$ cat config.mk
export PLATFORM = sky130hd
export DESIGN_NAME = lzwcd_ctrl
export DESIGN_NICKNAME = d
export VERILOG_FILES = /design/src/rtl/lzwcd_pkg.sv /design/src/rtl/lzwcd_ctrl.sv
export SDC_FILE = /design/constraint.sdc
export NUM_CORES = 1
export LEC_CHECK = 0
export BUFFER_PORTS_ARGS = -buffer_cell sky130_fd_sc_hd__buf_2
export CORE_AREA = 4 4 41 43
export DETAILED_ROUTE_END_ITERATION = 7
export DIE_AREA = 0 0 45 47
export GPL_ROUTABILITY_DRIVEN = 0
export MAX_ROUTING_LAYER = met4
export SLEW_MARGIN = 20
export SYNTH_ARGS = -nofsm -noshare
export SYNTH_HDL_FRONTEND = slang
export SYNTH_SLANG_ARGS = --single-unit
export TNS_END_PERCENT = 5
$ cat constraint.sdc
create_clock -name clk -period 2.1 [get_ports clk]
set_input_delay 0.21 -clock clk [delete_from_list [all_inputs] [get_ports clk]]
set_output_delay 0.21 -clock clk [all_outputs]
set_load 0.01 [all_outputs]
$ cat src/rtl/lzwcd_pkg.sv
package lzwcd_pkg;

  // Fixed field widths.
  localparam int CODE_W = 16;
  localparam int BYTE_W = 8;

  // Dictionary and string limits.
  localparam int DICT_ENTRIES = 65536;
  localparam int MAX_STRING   = 64;
  localparam int FIRST_ENTRY  = 256;

  // Derived widths.
  localparam int DICT_AW = $clog2(DICT_ENTRIES);
  localparam int NF_W    = DICT_AW + 1;
  localparam int CMP_W   = CODE_W + 1;
  localparam int STK_AW  = $clog2(MAX_STRING);
  localparam int CNT_W   = $clog2(MAX_STRING + 2);

  // Error codes carried with each result word.
  typedef logic [1:0] err_t;
  localparam err_t ERR_NONE = 2'd0;
  localparam err_t ERR_CODE = 2'd1;
  localparam err_t ERR_LONG = 2'd2;

  typedef struct packed {
    logic [CODE_W-1:0] code_word;
    logic              new_stream;
  } in_word_t;

  typedef struct packed {
    logic [BYTE_W-1:0] data_byte;
    logic              last_byte;
    err_t              error_code;
  } out_word_t;

  typedef struct packed {
    logic [CODE_W-1:0] prefix;
    logic [BYTE_W-1:0] suffix;
  } dict_entry_t;

  localparam int DICT_W = $bits(dict_entry_t);

  // Commands from the controller to the datapath.
  typedef struct packed {
    logic accept;
    logic first_take;
    logic err_code;
    logic walk_start;
    logic walk_step;
    logic dict_update;
    logic emit_load;
    logic pop_load;
  } cmd_t;

  // Status from the datapath to the controller.
  typedef struct packed {
    logic have_prev;
    logic code_small;
    logic code_bad;
    logic walk_done;
    logic too_long;
    logic pop_last;
    logic out_free;
  } sts_t;

endpackage

$ cat src/rtl/lzwcd_ctrl.sv
module lzwcd_ctrl
  import lzwcd_pkg::*;
(
  input  logic clk,
  input  logic rst_n,
  input  logic in_valid,
  output logic in_ready,
  input  sts_t sts,
  output cmd_t cmd
);

  typedef enum logic [5:0] {
    ST_IDLE   = 6'b000001,
    ST_CHECK  = 6'b000010,
    ST_WALK   = 6'b000100,
    ST_UPDATE = 6'b001000,
    ST_POP    = 6'b010000,
    ST_EMIT   = 6'b100000
  } state_t;

  state_t state_r, state_nxt;

  assign in_ready = (state_r == ST_IDLE);

  always_comb begin
    state_nxt = state_r;
    cmd       = '0;
    unique case (state_r)
      ST_IDLE: begin
        if (in_valid) begin
          cmd.accept = 1'b1;
          state_nxt  = ST_CHECK;
        end
      end
      ST_CHECK: begin
        if (!sts.have_prev) begin
          if (sts.code_small) begin
            cmd.first_take = 1'b1;
          end else begin
            cmd.err_code = 1'b1;
          end
          state_nxt = ST_EMIT;
        end else if (sts.code_bad) begin
          cmd.err_code = 1'b1;
          state_nxt    = ST_EMIT;
        end else begin
          cmd.walk_start = 1'b1;
          state_nxt      = ST_WALK;
        end
      end
      ST_WALK: begin
        cmd.walk_step = 1'b1;
        if (sts.walk_done) begin
          state_nxt = ST_UPDATE;
        end
      end
      ST_UPDATE: begin
        cmd.dict_update = 1'b1;
        state_nxt = sts.too_long ? ST_EMIT : ST_POP;
      end
      ST_POP: begin
        if (sts.out_free) begin
          cmd.pop_load = 1'b1;
          if (sts.pop_last) begin
            state_nxt = ST_IDLE;
          end
        end
      end
      ST_EMIT: begin
        if (sts.out_free) begin
          cmd.emit_load = 1'b1;
          state_nxt     = ST_IDLE;
        end
      end
      default: begin
        state_nxt = ST_IDLE;
      end
    endcase
  end

  always_ff @(posedge clk) begin
    if (!rst_n) begin
      state_r <= ST_IDLE;
    end else begin
      state_r <= state_nxt;
    end
  end

endmodule

=== Yosys cells after proc, flatten, opt, wreduce, memory -nomap -nowiden ===
Index checks and enable logic that the tools add are counted.

* Memories: 0
* Bits in read-only memories: 0
* Bits in registers: 6
* Memory bits (writable): 0
* Logic and storage cells: 37
* Input port bits: 10
* Latch bits: 0
* Output and inout bits: 9

* Bitwise logic cells: 0
* Add/sub/neg operators: 0
* Divide/modulo/power cells: 0
* Reductions and logical operators: 1
* Equality and inequality tests: 11
* Shift operators: 0
* Magnitude comparators: 0
* Mux-type cells: 24
* $mul: 0

{| class="wikitable"
|+ Operators with widths
! cell !! count
|-
| 6-bit 2-to-1 mux || 8
|-
| 6-bit one-hot mux with 6 select lines || 1
|-
| 1-bit 2-to-1 mux || 14
|-
| 2-bit inequality test, second input constant || 5
|-
| 6-bit by 1-bit equality test with 1-bit output, second input constant || 1
|-
| 6-bit by 2-bit equality test with 1-bit output, second input constant || 1
|-
| 6-bit by 3-bit equality test with 1-bit output, second input constant || 1
|-
| 6-bit by 4-bit equality test with 1-bit output, second input constant || 1
|-
| 6-bit by 5-bit equality test with 1-bit output, second input constant || 1
|-
| 6-bit equality test, second input constant || 1
|-
| 5-bit AND reduction || 1
|-
| 3-bit 2-to-1 mux || 1
|}

=== Depth between registers and ports, before layout ===
* Word-level depth: 3
* Gate-level depth with buffers: 5
* Gate-level depth less buffers: 4

=== Worst setup path before layout ===
Ideal clock, no wire load.

* Path kind: reg2reg
* Start point: reg state_r[5]
* End point: reg state_r[5]
* Path buffers: 1
* Period minus slack after synthesis: 1.567 ns
* Cell stages (with the launch flop): 6
* Setup slack: 0.533 ns
* Required time: 2.032 ns
* Arrival: 1.499 ns
* Setup time: 0.068 ns
* Cell sequence: dfxtp_1 > buf_6 > or4_4 > nor3b_4 > o2bb2ai_2 > o2bb2ai_2

* Word-level cells in the longest chain between the ends: 3
* Elaborated cells on any way between the ends: 13
* Classes of those cells: eq/ne (11); mux (1); reduce/logical (1)

{| class="wikitable"
|+ Ends and longest elaborated chain
! item !! line !! source
|-
| start: declaration || lzwcd_ctrl.sv:21 || <nowiki>state_t state_r, state_nxt;</nowiki>
|-
| start signal: assignment || lzwcd_ctrl.sv:85 || <nowiki>state_r <= state_nxt;</nowiki>
|-
| 6-bit by 3-bit equality test with 1-bit output (tied with other cells) || lzwcd_ctrl.sv:28 || <nowiki>unique case (state_r)</nowiki>
|-
| 2-bit inequality test (no source line) || - ||
|-
| 5-bit AND reduction (no source line) || - ||
|}

Parallel ways exist; a longest one is shown, timed or not.
A chain may end at the register's enable or synchronous reset.

==> impl_metrics.tcl <==
set metrics [dict create \
    grt_pass1_wl_um 1630 \
    ys_ff_latch 6 \
    p_total_w 0.000285 \
    grt_max_degree 9 \
    required_ps 1890 \
    switching_share_pct 26.1 \
    die_x_um 45 \
    status "finished clean" \
    cts_tree "done" \
    relSlewSlack_pct 73.3 \
    end_kind "primary output" \
    yosysWarningCount 0 \
    rows 13 \
    rr_worst_depth 4 \
    worstPathMaxFanout 8 \
    drt-initial-drc-count 6 \
    peakVddDrop_uv 400 \
    setup_tns_ps 0 \
    cts_sinks 6 \
    critPathMaxStageDelay_ps 610 \
    synth_cells 51 \
    clock_power_share_pct 35.8 \
    num_antenna_cells 0 \
    antenna_found_initial 0 \
    dpl.hpwl_um 829 \
    seq_area_frac_synth_pct 27.0 \
    nFillCells 139 \
    worstSetupPathType "flip-flop to primary output" \
    postCtsSetupRepairBufs 0 \
    cp_cell_sequence "or4_4, nor3b_4, buf_2" \
    p_per_area_mw_per_mm2 509 \
    period_share_pct 89.1 \
    setup_viol 0 \
    core_area_mm2 0.00130 \
    instances_no_fill 85 \
    multi_input_area_um2 300 \
    skew_ps 0.959 \
    dpl.cell_count 82 \
    grt_pass1_vias 370 \
    period_minus_slack_ps 1870 \
    io_buffer_count 18 \
    nNetsFinal 82 \
    holdWs_ps 246 \
    finalMaxSlewViolations 0 \
    cts.htree.levels 1 \
    leakage_nw 0.250 \
    tightest_slew_ps 395 \
    grt_overflow 0 \
    syn_nets 61 \
    die-height_um 47 \
    largest_reg_flops 6 \
    post_drt_wl_per_cell_um 11.8 \
    reg.largest.list "state_r: 6 flops" \
    hold_viol 0 \
    regMostFlops "state_r" \
    route.detailed.drc 0 \
    grt_usage_pct 10.8 \
    ios 19 \
    crit_path_start_kind "flip-flop" \
    p_sw_w 0.0000744 \
    final_layout_size_suffix_gt1_share_pct 40.0 \
    cts_resized 0 \
    crit_slowest_cell "or4_4" \
    wirelength_um 1010 \
    rsz0062_at_grt "no" \
    vias 441 \
    hold_buffers 0 \
    hp-class "input pin to flip-flop" \
    worst_skew_pair.late_latency_ps 240 \
    firstDrtPassIters 4 \
    seqPwrFrac_pct 44.1 \
    area_growth_pct 25.9 \
    syn_avg_cell_area_um2 8.71 \
    p_int_w 0.000210 \
    start_util_pct 34.1 \
    combPwrFrac_pct 20.1 \
    die_area_mm2 0.00212 \
    cts_buffer_depth 2 \
    path_clk_slew_ps 40 \
    min_path_cells 2 \
    antenna_left 0 \
    cts_buffers 3 \
    worstPathArrival_ps 1660 \
    viasPerCell 5.19 \
    maxCapViolations 0 \
    cts-root-buf "clkbuf_4" \
    register_area_um2 120 \
    ys_types 29 \
    fmaxAchievable_mhz 534 \
    synth_area_um2 444 \
]
cell type report:
cell class	count	share of cell area [%]
multi-input combinational	41	53.7
sequential	6	21.5
timing repair buffer	18	16.1
clock buffer	3	4.03
tap	15	3.36
inverter	2	1.34
worst max-delay path: cells and delay by family, from the launching register on:
family | cells | cell delay (ps)
DFF | 1 | 380
and+or+nand+nor | 2 | 870
buffers and inverters | 1 | 170
per-layer routing:
layer / track usage (%) / wire (µm)
met4: 3.51 / 0
met5: - / 0
met3: 3.83 / 67
met2: 15.8 / 446
met1: 13.7 / 492
final timing paths:
check,start,endpoint,slack [ps]
worst min-delay path,in_valid,state_r[1]$_SDFFE_PN0P_,250
worst max-delay path,state_r[5]$_SDFFE_PN0P_,cmd[2],230
worst min register to register,state_r[4]$_SDFFE_PN0P_,state_r[4]$_SDFFE_PN0P_,590
worst max register to register,state_r[5]$_SDFFE_PN0P_,state_r[0]$_SDFFE_PN1P_,460
cell families (layout without fill, tap and decap cells):
| kind of cell | Yosys count | after routing | share of synthesized area [%] |
|---|---|---|---|
| buffers and inverters | 4 | 23 | 5.35 |
| DFF | 6 | 6 | 27.0 |
| xor gates and xnor gates | 2 | 2 | 3.94 |
| AOI/OAI and AO/OA | 9 | 9 | 18.0 |
| and+or+nand+nor | 30 | 30 | 45.6 |
placed cells by master (no fill, tap or decap):
master / instances
a31o_1: 1
and2_1: 1
and2b_2: 1
and3_1: 3
buf_2: 18
clkbuf_4: 3
dfxtp_1: 6
inv_1: 2
nand2_1: 4
nand2b_1: 2
nand3_1: 1
nand3b_1: 1
nor2_1: 2
nor2b_1: 1
nor3_1: 7
nor3_2: 1
nor3_4: 1
nor3b_4: 1
nor4b_1: 1
o2111a_1: 1
o211ai_1: 1
o21a_1: 1
o21ai_0: 2
o21ai_1: 1
o2bb2ai_2: 2
or4_1: 2
or4_4: 1
xnor2_1: 1
xor2_1: 1
metrics by stage:
stage               util, %  setup slack (ps)  cell area (µm²)
global placement       41.3               474              537
finish                 43.0               228              559
floorplan                 -               533              444
CTS                    43.0               217              559
global route           43.0              90.9              559
detailed placement     41.3               458              537
power groups by stage:
stage          clock network, W  registers (W)  logic [W]
2_1_floorplan                 0       0.000125  0.0000361
3_3_place_gp                  0       0.000127  0.0000563
3_5_place_dp                  0       0.000127  0.0000574
4_1_cts                0.000109       0.000125  0.0000578
5_1_grt                0.000116       0.000126  0.0000636
6_report               0.000102       0.000125  0.0000572
synthesized netlist by cell type:
| cell | instances | area (µm²) |
|---|---|---|
| nor3_1 | 7 | 35.0 |
| dfxtp_1 | 6 | 120 |
| nand2_1 | 4 | 15.0 |
| and3_1 | 3 | 18.8 |
| inv_1 | 2 | 7.51 |
| nand2b_1 | 2 | 12.5 |
| nor2_1 | 2 | 7.51 |
| o21ai_0 | 2 | 10.0 |
| o2bb2ai_2 | 2 | 30.0 |
| or4_1 | 2 | 15.0 |
| a31o_1 | 1 | 8.76 |
| and2_1 | 1 | 6.26 |
| and2b_2 | 1 | 8.76 |
| buf_2 | 1 | 5.00 |
| buf_6 | 1 | 11.3 |
| nand3_1 | 1 | 5.00 |
| nand3b_1 | 1 | 7.51 |
| nor2b_1 | 1 | 6.26 |
| nor3_2 | 1 | 10.0 |
| nor3_4 | 1 | 16.3 |
| nor3b_4 | 1 | 18.8 |
| nor4b_1 | 1 | 8.76 |
| o2111a_1 | 1 | 11.3 |
| o211ai_1 | 1 | 7.51 |
| o21a_1 | 1 | 7.51 |
| o21ai_1 | 1 | 5.00 |
| or4_4 | 1 | 11.3 |
| xnor2_1 | 1 | 8.76 |
| xor2_1 | 1 | 8.76 |
(Power assumes the default switching activity.)
